==> src/hamming74_packet_encoder_unit_assert.svh <==
// Assertion macros shared by the files that carry checks.
// The first form sets the reset disable, the second watches through reset.
`ifndef HAMMING74_PACKET_ENCODER_UNIT_ASSERT_SVH
`define HAMMING74_PACKET_ENCODER_UNIT_ASSERT_SVH
`ifndef SYNTHESIS
`define HPE_ASSERT(lbl, clk, rst_n, prop) \
  lbl: assert property (@(posedge clk) disable iff (!rst_n) prop) \
    else $error("hpe assertion failed");
`define HPE_ASSERT_ALWAYS(lbl, clk, prop) \
  lbl: assert property (@(posedge clk) prop) \
    else $error("hpe assertion failed");
`else
`define HPE_ASSERT(lbl, clk, rst_n, prop)
`define HPE_ASSERT_ALWAYS(lbl, clk, prop)
`endif
`endif

==> src/hpe_pkg.sv <==
`timescale 1ns / 1ps

package hpe_pkg;

  localparam int IMG_W     = 24;
  localparam int PKT_W     = 16;
  localparam int NIB_CNT_W = 25;
  localparam int CFG_IDX_W = 2;
  localparam int CW_W      = 7;

  localparam logic [CFG_IDX_W-1:0] CFG_IMG_LEN = 2'd0;
  localparam logic [CFG_IDX_W-1:0] CFG_PKT_LEN = 2'd1;

  localparam logic [IMG_W-1:0] IMG_LEN_RST = 24'd1024;
  localparam logic [PKT_W-1:0] PKT_LEN_RST = 16'd64;

  localparam logic [1:0] KIND_CODEWORD = 2'd0;
  localparam logic [1:0] KIND_HEADER   = 2'd1;
  localparam logic [1:0] KIND_END      = 2'd2;

  localparam logic [7:0] HEADER_BYTE = 8'h00;
  localparam logic [7:0] END_BYTE    = 8'h01;

  // Both codewords of one input byte, as held in the queue.
  typedef struct packed {
    logic [CW_W-1:0] cw_hi;
    logic [CW_W-1:0] cw_lo;
  } qitem_t;

  // Head of the queue as seen by the back end.
  typedef struct packed {
    logic   valid;
    qitem_t item;
  } qhead_t;

  typedef struct packed {
    logic [IMG_W-1:0] img_len;
    logic [PKT_W-1:0] pkt_len;
  } cfg_t;

endpackage

==> src/hpe_front.sv <==
`timescale 1ns / 1ps

module hpe_front #(
  parameter int QUEUE_DEPTH = 2
) (
  input  logic                clk,
  input  logic                rst_n,
  input  logic                in_valid,
  output logic                in_ready,
  input  logic [7:0]          in_byte,
  input  logic                q_pop,
  output hpe_pkg::qhead_t     q_head
);

  localparam int PTR_W = (QUEUE_DEPTH > 1) ? $clog2(QUEUE_DEPTH) : 1;
  localparam int CNT_W = $clog2(QUEUE_DEPTH + 1);

  // Codeword bit p-1 holds position p; parity at positions 1, 2 and 4.
  function automatic logic [hpe_pkg::CW_W-1:0] hamming_cw(input logic [3:0] nib);
    logic p1;
    logic p2;
    logic p4;
    p1 = nib[0] ^ nib[1] ^ nib[3];
    p2 = nib[0] ^ nib[2] ^ nib[3];
    p4 = nib[1] ^ nib[2] ^ nib[3];
    return {nib[3], nib[2], nib[1], p4, nib[0], p2, p1};
  endfunction

  hpe_pkg::qitem_t mem_r [QUEUE_DEPTH];
  logic [PTR_W-1:0] wr_ptr_r, wr_ptr_nxt;
  logic [PTR_W-1:0] rd_ptr_r, rd_ptr_nxt;
  logic [CNT_W-1:0] count_r, count_nxt;
  hpe_pkg::qitem_t  push_item;
  logic             push;

  assign in_ready = (count_r < CNT_W'(QUEUE_DEPTH));
  assign push     = in_valid && in_ready;

  assign push_item.cw_lo = hamming_cw(in_byte[3:0]);
  assign push_item.cw_hi = hamming_cw(in_byte[7:4]);

  always_comb begin
    wr_ptr_nxt = wr_ptr_r;
    rd_ptr_nxt = rd_ptr_r;
    count_nxt  = count_r;
    if (push) begin
      wr_ptr_nxt = (wr_ptr_r == PTR_W'(QUEUE_DEPTH - 1)) ? '0 : wr_ptr_r + 1'b1;
    end
    if (q_pop) begin
      rd_ptr_nxt = (rd_ptr_r == PTR_W'(QUEUE_DEPTH - 1)) ? '0 : rd_ptr_r + 1'b1;
    end
    case ({push, q_pop})
      2'b10:   count_nxt = count_r + 1'b1;
      2'b01:   count_nxt = count_r - 1'b1;
      default: count_nxt = count_r;
    endcase
  end

  always_ff @(posedge clk) begin
    if (!rst_n) begin
      wr_ptr_r <= '0;
      rd_ptr_r <= '0;
      count_r  <= '0;
    end else begin
      wr_ptr_r <= wr_ptr_nxt;
      rd_ptr_r <= rd_ptr_nxt;
      count_r  <= count_nxt;
    end
  end

  always_ff @(posedge clk) begin
    if (push) begin
      mem_r[wr_ptr_r] <= push_item;
    end
  end

  assign q_head.valid = (count_r != '0);
  assign q_head.item  = mem_r[rd_ptr_r];

endmodule

==> src/hpe_back.sv <==
`timescale 1ns / 1ps

module hpe_back (
  input  logic                 clk,
  input  logic                 rst_n,
  input  hpe_pkg::cfg_t        cfg,
  input  hpe_pkg::qhead_t      q_head,
  output logic                 q_pop,
  output logic                 out_valid,
  input  logic                 out_ready,
  output logic [7:0]           out_byte,
  output logic [1:0]           out_kind,
  output logic                 out_last
);

  typedef enum logic [2:0] {
    MODE_AWAIT  = 3'b001,
    MODE_ENCODE = 3'b010,
    MODE_DONE   = 3'b100
  } mode_t;

  // Where the current byte stands: before its low nibble, after it, or after
  // the high nibble (only seen while a boundary result is pending).
  typedef enum logic [2:0] {
    PH_START    = 3'b001,
    PH_AFTER_LO = 3'b010,
    PH_AFTER_HI = 3'b100
  } phase_t;

  mode_t                          mode_r, mode_nxt;
  phase_t                         phase_r, phase_nxt;
  logic [hpe_pkg::PKT_W-1:0]      pos_r, pos_nxt;
  logic [hpe_pkg::NIB_CNT_W-1:0]  cnt_r, cnt_nxt;

  logic                           out_valid_r;
  logic [7:0]                     out_byte_r;
  logic [1:0]                     out_kind_r;
  logic                           out_last_r;

  logic [7:0]                     emit_byte;
  logic [1:0]                     emit_kind;
  logic                           emit_last;
  logic                           adv;
  logic                           below_limit;
  logic                           pkt_end;
  logic [hpe_pkg::PKT_W-1:0]      pos_inc;
  logic [hpe_pkg::NIB_CNT_W-1:0]  cnt_inc;
  logic [hpe_pkg::CW_W-1:0]       nib_cw;

  assign adv         = q_head.valid && (!out_valid_r || out_ready);
  assign below_limit = (cnt_r < {cfg.img_len, 1'b0});
  assign pos_inc     = pos_r + 1'b1;
  assign pkt_end     = (pos_inc == cfg.pkt_len);
  assign cnt_inc     = (cnt_r == '1) ? cnt_r : cnt_r + 1'b1;
  assign nib_cw      = (phase_r == PH_START) ? q_head.item.cw_lo : q_head.item.cw_hi;

  always_comb begin
    mode_nxt  = mode_r;
    phase_nxt = phase_r;
    pos_nxt   = pos_r;
    cnt_nxt   = cnt_r;
    emit_byte = hpe_pkg::END_BYTE;
    emit_kind = hpe_pkg::KIND_END;
    emit_last = 1'b1;
    case (mode_r)
      MODE_ENCODE: begin
        emit_byte = {1'b0, nib_cw};
        emit_kind = hpe_pkg::KIND_CODEWORD;
        emit_last = 1'b0;
        cnt_nxt   = cnt_inc;
        if (pkt_end) begin
          pos_nxt   = '0;
          mode_nxt  = MODE_AWAIT;
          phase_nxt = (phase_r == PH_START) ? PH_AFTER_LO : PH_AFTER_HI;
        end else begin
          pos_nxt = pos_inc;
          if (phase_r == PH_START) begin
            phase_nxt = PH_AFTER_LO;
          end else begin
            emit_last = 1'b1;
            phase_nxt = PH_START;
          end
        end
      end
      MODE_AWAIT: begin
        if (below_limit) begin
          emit_byte = hpe_pkg::HEADER_BYTE;
          emit_kind = hpe_pkg::KIND_HEADER;
          mode_nxt  = MODE_ENCODE;
          if (phase_r == PH_AFTER_HI) begin
            emit_last = 1'b1;
            phase_nxt = PH_START;
          end else begin
            emit_last = 1'b0;
          end
        end else begin
          mode_nxt  = MODE_DONE;
          phase_nxt = PH_START;
        end
      end
      default: begin
        phase_nxt = PH_START;
      end
    endcase
  end

  assign q_pop = adv && emit_last;

  always_ff @(posedge clk) begin
    if (!rst_n) begin
      mode_r      <= MODE_AWAIT;
      phase_r     <= PH_START;
      pos_r       <= '0;
      cnt_r       <= '0;
      out_valid_r <= 1'b0;
    end else begin
      if (adv) begin
        mode_r      <= mode_nxt;
        phase_r     <= phase_nxt;
        pos_r       <= pos_nxt;
        cnt_r       <= cnt_nxt;
        out_valid_r <= 1'b1;
      end else if (out_ready) begin
        out_valid_r <= 1'b0;
      end
    end
  end

  always_ff @(posedge clk) begin
    if (adv) begin
      out_byte_r <= emit_byte;
      out_kind_r <= emit_kind;
      out_last_r <= emit_last;
    end
  end

  assign out_valid = out_valid_r;
  assign out_byte  = out_byte_r;
  assign out_kind  = out_kind_r;
  assign out_last  = out_last_r;

endmodule

==> src/hamming74_packet_encoder_unit.sv <==
// A taken beat is written into the front queue; its first result then enters the output register.
// One result per cycle while the queue holds a byte and the output is not stalled. A byte
// yields at most five results, and only an end marker once the stream is done.
// The front queue keeps taking beats while it has room, whatever the output side does.
// Reset is synchronous and active low: control state and queue clear, and the two
// configuration registers return to 1024 bytes and 64 codewords.
`timescale 1ns / 1ps
`include "hamming74_packet_encoder_unit_assert.svh"

module hamming74_packet_encoder_unit #(
  parameter int QUEUE_DEPTH = 2
) (
  input  logic                              clk,
  input  logic                              rst_n,
  input  logic                              in_valid,
  output logic                              in_ready,
  input  logic [7:0]                        in_byte,
  output logic                              out_valid,
  input  logic                              out_ready,
  output logic [7:0]                        out_byte,
  output logic [1:0]                        out_kind,
  output logic                              out_last,
  input  logic                              cfg_valid,
  output logic                              cfg_ready,
  input  logic [hpe_pkg::CFG_IDX_W-1:0]     cfg_index,
  input  logic [hpe_pkg::IMG_W-1:0]         cfg_data
);

  // The configuration port never stalls. A write to an index beyond the two
  // registers is taken and dropped. New values must be written only while the block is idle;
  // the block itself does not enforce it. The image length is used at each boundary decision.
  hpe_pkg::cfg_t cfg_r, cfg_nxt;

  assign cfg_ready = 1'b1;

  always_comb begin
    cfg_nxt = cfg_r;
    if (cfg_valid) begin
      case (cfg_index)
        hpe_pkg::CFG_IMG_LEN: cfg_nxt.img_len = cfg_data;
        hpe_pkg::CFG_PKT_LEN: cfg_nxt.pkt_len = cfg_data[hpe_pkg::PKT_W-1:0];
        default:              cfg_nxt = cfg_r;
      endcase
    end
  end

  always_ff @(posedge clk) begin
    if (!rst_n) begin
      cfg_r.img_len <= hpe_pkg::IMG_LEN_RST;
      cfg_r.pkt_len <= hpe_pkg::PKT_LEN_RST;
    end else begin
      cfg_r <= cfg_nxt;
    end
  end

  // The front end takes a beat, encodes both nibbles at once and queues
  // the pair. The back end owns the packet state: it walks through the
  // header, codeword and end marker results of the byte at the queue head,
  // one result per cycle into the output register while it can take one, and
  // pops the entry with the final result of that byte.
  hpe_pkg::qhead_t q_head;
  logic            q_pop;

  hpe_front #(
    .QUEUE_DEPTH(QUEUE_DEPTH)
  ) u_front (
    .clk      (clk),
    .rst_n    (rst_n),
    .in_valid (in_valid),
    .in_ready (in_ready),
    .in_byte  (in_byte),
    .q_pop    (q_pop),
    .q_head   (q_head)
  );

  hpe_back u_back (
    .clk       (clk),
    .rst_n     (rst_n),
    .cfg       (cfg_r),
    .q_head    (q_head),
    .q_pop     (q_pop),
    .out_valid (out_valid),
    .out_ready (out_ready),
    .out_byte  (out_byte),
    .out_kind  (out_kind),
    .out_last  (out_last)
  );

  logic out_is_cw;
  logic out_is_end;
  logic out_kind_ok;

  assign out_is_cw   = (out_kind == hpe_pkg::KIND_CODEWORD);
  assign out_is_end  = (out_kind == hpe_pkg::KIND_END);
  assign out_kind_ok = out_is_cw || out_is_end || (out_kind == hpe_pkg::KIND_HEADER);

  // A codeword never sets bit 7.
  `HPE_ASSERT(a_cw_msb_clear, clk, rst_n, out_valid && out_is_cw |-> !out_byte[7])
  // Every beat carries one of the three result kinds.
  `HPE_ASSERT(a_kind_legal, clk, rst_n, out_valid |-> out_kind_ok)
  // An end marker always closes its byte.
  `HPE_ASSERT(a_end_is_last, clk, rst_n, out_valid && out_is_end |-> out_last)
  // The back end never pops an empty queue.
  `HPE_ASSERT(a_no_pop_empty, clk, rst_n, q_pop |-> q_head.valid)
  // Reset leaves the queue empty.
  `HPE_ASSERT_ALWAYS(a_reset_empty, clk, !rst_n |=> !q_head.valid)

endmodule

==> config.mk <==
export PLATFORM = sky130hd
export DESIGN_NAME = hamming74_packet_encoder_unit
export DESIGN_NICKNAME = d
export VERILOG_FILES = /design/src/hpe_pkg.sv /design/src/hpe_front.sv /design/src/hpe_back.sv /design/src/hamming74_packet_encoder_unit.sv
export VERILOG_INCLUDE_DIRS = /design/src /design/src/src
export SDC_FILE = /design/constraint.sdc
export NUM_CORES = 1
export LEC_CHECK = 0
export BUFFER_PORTS_ARGS = -buffer_cell sky130_fd_sc_hd__buf_2
export CAP_MARGIN = 0
export CORE_MARGIN = 8
export CORE_UTILIZATION = 45
export DETAILED_ROUTE_END_ITERATION = 6
export HOLD_SLACK_MARGIN = 0.15
export SLEW_MARGIN = 20
export SYNTH_ARGS = -nofsm -noshare
export SYNTH_HDL_FRONTEND = slang
export SYNTH_SLANG_ARGS = --single-unit
export TNS_END_PERCENT = 50
==> constraint.sdc <==
create_clock -name clk -period 3.43 [get_ports clk]
set_input_delay 0.686 -clock clk [delete_from_list [all_inputs] [get_ports clk]]
set_output_delay 0.686 -clock clk [all_outputs]
set_load 0.02 [all_outputs]
# [Yosys cells after proc, flatten, opt, wreduce, memory -nomap -nowiden]
# Memories as Yosys holds them, arrays and structs flattened. A register that Yosys moved wholly into a read port is not among the register bits.
# Index checks and enable logic that the tools add are counted.
# W data, S select, Z words.
[word_totals] register_bits=103 ramBits=28 inputBits=39 output_inout_bits=14 mem_count=1
[mem_list] name="u_front.mem_r" depth=2 width=14 read_ports=1 rd_clocked_by_memory_dff=1 write_ports=1 line="hpe_front.sv:29" rtl="hpe_pkg::qitem_t mem_r [QUEUE_DEPTH];"
[op_classes] addsub=6 n_lt_le_gt_ge=2 eq_ne=11 muxes=29 bitwise=13 n_reduce_logical=16
[ops] op="$add A25 B1 Y25 const B" n=1
[ops] op="$eq A25 B25 Y1 const B" n=1
[ops] op="$lt A25 B25 Y1" n=1
[ops] op="$mux W3" n=6
[ops] op="$add A16 B1 Y16 const B" n=1
[ops] op="$eq A16 B16 Y1" n=1
[ops] op="$mux W16" n=1
[ops] op="$pmux W8 S2" n=1
[ops] op="$mux W1" n=13
[ops] op="$pmux W3 S2" n=2
[ops] op="$xor A1 B1 Y1" n=12
[ops] op="$pmux W2 S2" n=2
[ops] op="$reduce_and A2 Y1" n=4
[ops] op="$reduce_bool A2 Y1" n=4
[ops] op="$mux W7" n=1
[ops] op="$eq A3 B1 Y1 const B" n=2
[ops] op="$reduce_and A3 Y1" n=2
[ops] op="$eq A2 B1 Y1 const B" n=2
[ops] op="$mux W2" n=2
[ops] op="$eq A3 B2 Y1 const B" n=1
[ops] op="$eq A3 B3 Y1 const B" n=1
[ops] op="$logic_and A1 B1 Y1" n=3
[ops] op="$ne A3 B3 Y1 const B" n=1
[ops] op="$add A1 B1 Y1 const B" n=2
[ops] op="other kinds (10)" n=10

# [Longest topological paths before layout]
[depth] ltp_word=7 ltp_mapped=13

# [Modules after synthesis]
# A second synthesis with hierarchy kept.
[unflattened] hier_cells=733 area_unflattened_um2=6791.5
[by_module_without_submodules] module="hpe_back" instances=1 cells_each=496 area_each_um2=3875.0 seq_area_each_um2=1261.2
[by_module_without_submodules] module="hamming74_packet_encoder_unit" instances=1 cells_each=162 area_each_um2=1609.0 seq_area_each_um2=800.8
[by_module_without_submodules] module="hpe_front" instances=1 cells_each=75 area_each_um2=1307.5 seq_area_each_um2=940.9

# [Least setup slack after synthesis]
# OpenSTA, ideal clock, no wires.
[synth_timing] path_kind="register -> register" startpoint="register cfg_r[31] in the netlist's numbering" endpoint="register u_front.count_r[1]" setup_time_ns=0.071 arrival_time_ns=2.936 t_required_ns=3.359 path_slack_ns=0.424 path_stages_with_launch=12 period_less_slack_ns=3.006 cell_sequence="dfxtp_1 inv_1 ha_1 a21oi_1 o21ai_0 a22o_1 or4b_2 o21ai_1 nor2_1 ha_1 or3_1 a21oi_1"
[synth_between] elab_chain_cells=6
[synth_rtl] item="start, declared" line="hamming74_packet_encoder_unit.sv:32" rtl="hpe_pkg::cfg_t cfg_r, cfg_nxt;"
[synth_rtl] item="start signal, assigned" line="hamming74_packet_encoder_unit.sv:52" rtl="cfg_r <= cfg_nxt;"
[synth_rtl] item="$lt A25 B25 Y1 *" line="hpe_back.sv:51" rtl="assign below_limit = (cnt_r < {cfg.img_len, 1'b0});"
[synth_rtl] item="$mux W1 *" line="hpe_back.sv:86" rtl="if (below_limit) begin"
[synth_rtl] item="$pmux W1 S2 *" line="hpe_back.sv:65" rtl="case (mode_r)"
[synth_rtl] item="$logic_and A1 B1 Y1 *" line="hpe_back.sv:107" rtl="assign q_pop = adv && emit_last;"
[synth_rtl] item="net q_pop" line="hamming74_packet_encoder_unit.sv:62" rtl="logic q_pop;"
[synth_rtl] item="$eq A2 B1 Y1 or $eq A2 B2 Y1 (tied branches)" line="hpe_front.sv:52" rtl="case ({push, q_pop})"
[synth_rtl] item="$pmux W2 S2 or $reduce_bool A2 Y1 (tied branches)"
[synth_rtl] item="end signal, assigned" line="hpe_front.sv:67" rtl="count_r <= count_nxt;"
[synth_rtl] item="end, declared" line="hpe_front.sv:32" rtl="logic [CNT_W-1:0] count_r, count_nxt;"
# Mark *: on every way through the listed nets, which the timed path passes. The rest lies on a longest branch.
# A chain may end at the register's enable or synchronous reset.

# [Worst setup path after layout]
[layout_timing] startpoint="register u_back.pos_r[0] in the netlist's numbering" endpoint="register u_front.count_r[1]"
[layout_between] elab_chain_cells=7
[layout_rtl] item="start, declared" line="hpe_back.sv:32" rtl="logic [hpe_pkg::PKT_W-1:0] pos_r, pos_nxt;"
[layout_rtl] item="start signal, assigned" line="hpe_back.sv:120" rtl="pos_r <= pos_nxt;"
[layout_rtl] item="$add A16 B1 Y16 *" line="hpe_back.sv:52" rtl="assign pos_inc = pos_r + 1'b1;"
[layout_rtl] item="$eq A16 B16 Y1 *" line="hpe_back.sv:53" rtl="assign pkt_end = (pos_inc == cfg.pkt_len);"
[layout_rtl] item="$mux W1 *" line="hpe_back.sv:71" rtl="if (pkt_end) begin"
[layout_rtl] item="$pmux W1 S2 *" line="hpe_back.sv:65"
[layout_rtl] item="$logic_and A1 B1 Y1 *" line="hpe_back.sv:107"
[layout_rtl] item="net q_pop" line="hamming74_packet_encoder_unit.sv:62"
[layout_rtl] item="$eq A2 B1 Y1 or $eq A2 B2 Y1 (tied branches)" line="hpe_front.sv:52"
[layout_rtl] item="$pmux W2 S2 or $reduce_bool A2 Y1 (tied branches)"
# Marks and branches as above.

==> run metrics <==
CP peak stage delay=~0.45 ns; Worst slew margin=between 50% and 60%; number of synthesized flops with an enable pin=38; Routed WL per cell=~16 microns; floorplan row count=44; slowest CP cell=dfxtp_1; power share of the sequential group=approximately 44%; # fillers=between 1k and 1.5k; GRT overflow=0; fin nets=837; post-synthesis cell type count=64; residual DRC count=0; Util after Layout=between 50% and 60%; cells along the critical path=ha_1, nand3_2, nor2_1, a21oi_1, a2111oi_4, nand4_2, a21oi_1, nor2_1, ha_1, or3_1, a21oi_1; post-DR vias/cell=around 5.5; max cap viols=0; number of global-route vias before repair=5097; Syn Inst Count=approximately 730; Post-Route Skew=approximately 0.006 ns; GRT met2 Usage=a little over a quarter; post-synth top area share=roughly 28%; leakage=between 2 and 3 nW; ant diodes=0; Worst-path clk slew=about 0.060 ns; vias=~5.3k; CTS Sinks=between 100 and 150; Initial DRC Count=between 300 and 400; total clock buffers created by CTS=17; CTS tree=built; Yosys warning total=0; initial antenna violation count=0; GRT Util Overall=~17%; Main synth FF type=dfxtp_1; first-pass GRT wire length=~25 mm; Synth area leaders=dfxtp_1, edfxtp_1, nand2_1; cell internal pwr=between 3 and 4 mW; part of the cycle the worst path needs=between 90 and 100%; critical path's top delay family=simple AND/OR/NAND/NOR gates; # IOs=53; Critical Path RT=between 3 and 4 ns; Sw Ratio=roughly 30%; Crit Path Category=reg -> reg; final worst path period need=3.169 ns; ANT nets after route=0; busiest layer in global routing=met2; Die H=137.0 microns; Avg Cell Area, Syn=9.035 sq um; Clk network pwr share=38.8%; Critical Path Start Type=flop; gpl congestion=roughly 0.85; measured slew at the worst slew-check pin=0.7052 ns; met3 Usage GRT=around 4.1%; outcome=finished clean; H-tree lvl count=4; worst-case vdd ir drop=about 0.44 mV; largest net degree at the start of global routing=33; mapped cell area=between 6000 and 7000 sq um; Net Count, Synth=794; sequential cell area fraction in the yosys report=45.59%; #FFs+latches synth=roughly 130; Pwr Density=approximately 580 nW/um^2; worst-path fanout max=9; fmax=about 320 MHz; Hold WC Path Type=reg -> reg; CTS max path bufs=2; layout cell share with drive strength beyond 1=15.18%; Worst-Skew Late Latency=around 0.42 ns; DPL Wire Length=between 10 and 15 mm; CP endpoint kind=flop; first-pass iteration count of the detailed router=5; Setup Fix Bufs, Post-CTS=0; CTS Root Cell=clkbuf_16; PortBufs=50; Setup TNS=0 ns; switching pwr=about 1.3 mW; final setup fails=0; die width=around 140 microns; final instance area=between 7000 and 8000 sq um; detailed-route wire length=around 15 mm; Placed Area=6993 sq um; fin. max-slew vios=0; cell taking the most area after synthesis=dfxtp_1; critical path arrival=about 3.5 ns; Starting Density=45.66%; Async S/R FF share, synth=0%; core area=14420 sq um; Buf/Inv on CP=0; met1 Track Usage GR=21.97%; Final Hold Violating Endpoints=0; area delta synth->final=14.67%; unrepaired setup endpoints after global routing=false; combinational share of power=17.2%; die area=18760 sq um; most frequent CP cell=a21oi_1
-- final timing paths --
kind,slack [ns],cells after the start,to,from
hold reg to reg,0.45,2,cfg_r[16],cfg_r[16]
setup / recovery,0.26,11,u_front.count_r[1],u_back.pos_r[0]
hold / removal,0.45,2,cfg_r[16],cfg_r[16]
setup reg to reg,0.26,11,u_front.count_r[1],u_back.pos_r[0]
-- layout by cell type, fill, tap and decap left out, drive strengths merged, types with 2 or more instances in the layout --
master and instances:
and4 7, nor2 52, nor4 14, conb 2, nand2 122, nand3b 3, and4b 4, clkbuf 17
o21ai 37, edfxtp 38, a31oi 3, buf 63, a2111oi 2, inv 45, nor2b 4, and3b 3
dfxtp 93, xnor2 40, ha 26, and2 11, clkinvlp 3, mux4 7, xor2 16, and3 10
or3 7, a211oi 4, nor3 19, nand4 19, nor3b 2, a21oi 61, clkinv 4, o211ai 2
nand2b 2, nand3 21
-- power by group through the flow --
| stage | sequential (mW) | clock (mW) | combinational [mW] |
|---|---|---|---|
| 2_1_floorplan | 1.98 | 0 | 0.450 |
| 3_3_place_gp | 1.94 | 0 | 0.740 |
| 3_5_place_dp | 1.94 | 0 | 0.752 |
| 4_1_cts | 1.92 | 1.72 | 0.759 |
| 5_1_grt | 1.93 | 1.79 | 0.819 |
| 6_report | 1.91 | 1.69 | 0.748 |
-- per-stage QoR --
stage	hold slack (ns)	std cells	total power [mW]	setup WS, ns
detailed placement	0.4468	937	2.697	0.2476
global route	0.4762	968	4.543	0.003602
floorplan	0.4318	729	2.434	0.4236
finish	0.4516	968	4.347	0.2610
global placement	0.4421	937	2.680	0.3546
CTS	0.4555	968	4.399	0.2165
-- cell usage after synthesis (all sizes together) (2+ instances only) --
library cell and count:
nand2 122, dfxtp 93, a21oi 61, nor2 52, xnor2 40, edfxtp 38
inv 38, o21ai 37, ha 26, clkbuf 22, nand3 21, nand4 19
nor3 19, buf 17, xor2 16, nor4 14, and2 11, and3 10
and4 7, mux4 7, or3 7, a211oi 4, and4b 4, nor2b 4
a31oi 3, and3b 3, nand3b 3, a2111oi 2, conb 2, nand2b 2
nor3b 2, o211ai 2
-- routing by layer --
layer  wire (microns)  part of all wire (%)
met5                0                     0
met4              246                   1.6
met3              778                   5.1
met2             6951                    45
met1             7368                    48
-- area by class of cell --
cell class / instances / area, sq um / area share, %
clock buffers: 17 / 425.4 / 5.633
well taps: 184 / 230.2 / 3.048
multi-input cells: 521 / 3282 / 43.46
inverters: 38 / 142.6 / 1.889
flip-flops and latches: 131 / 3003 / 39.76
repair buffers: 63 / 347.8 / 4.606
clock inverters: 14 / 121.4 / 1.607
-- cells by family (layout without fill, tap and decap cells) --
family | count (synthesis) | after routing | synth area share, %
muxes | 9 | 9 | 2.717
DFF | 131 | 131 | 45.59
AOI/OAI and AO/OA | 122 | 122 | 10.79
adders and majority gates | 26 | 26 | 4.939
and+or+nand+nor | 306 | 306 | 23.56
buffers and inverters | 77 | 132 | 4.844
xor gates and xnor gates | 56 | 56 | 7.447
other | 2 | 2 | 0.1140
-- sequential cells by signal, indices dropped and copies added (netlist names), 2 cells and up, named ones only --
| register | count |
|---|---|
| cfg_r | 40 |
| u_back.cnt_r | 25 |
| u_back.mode_r | 3 |
| u_back.out_byte | 7 |
| u_back.out_kind | 2 |
| u_back.phase_r | 3 |
| u_back.pos_r | 16 |
| u_front.count_r | 2 |
| u_front.mem_r | 28 |
-- tightest hold or removal path, delay by kind of cell, from the launching register on --
kind	cells	cell delay (ns)
AOI/OAI and AO/OA	1	0.05
DFF	1	0.30
and+or+nand+nor	1	0.05
-- repair_timing --
item / 4_1_cts / 5_1_grt
endpoints found under the setup margin: 0 / 1
hold buffers: 0 / 0
gates resized for setup: 0 / 2
Note: power is estimated with default switching activity, not from simulation.
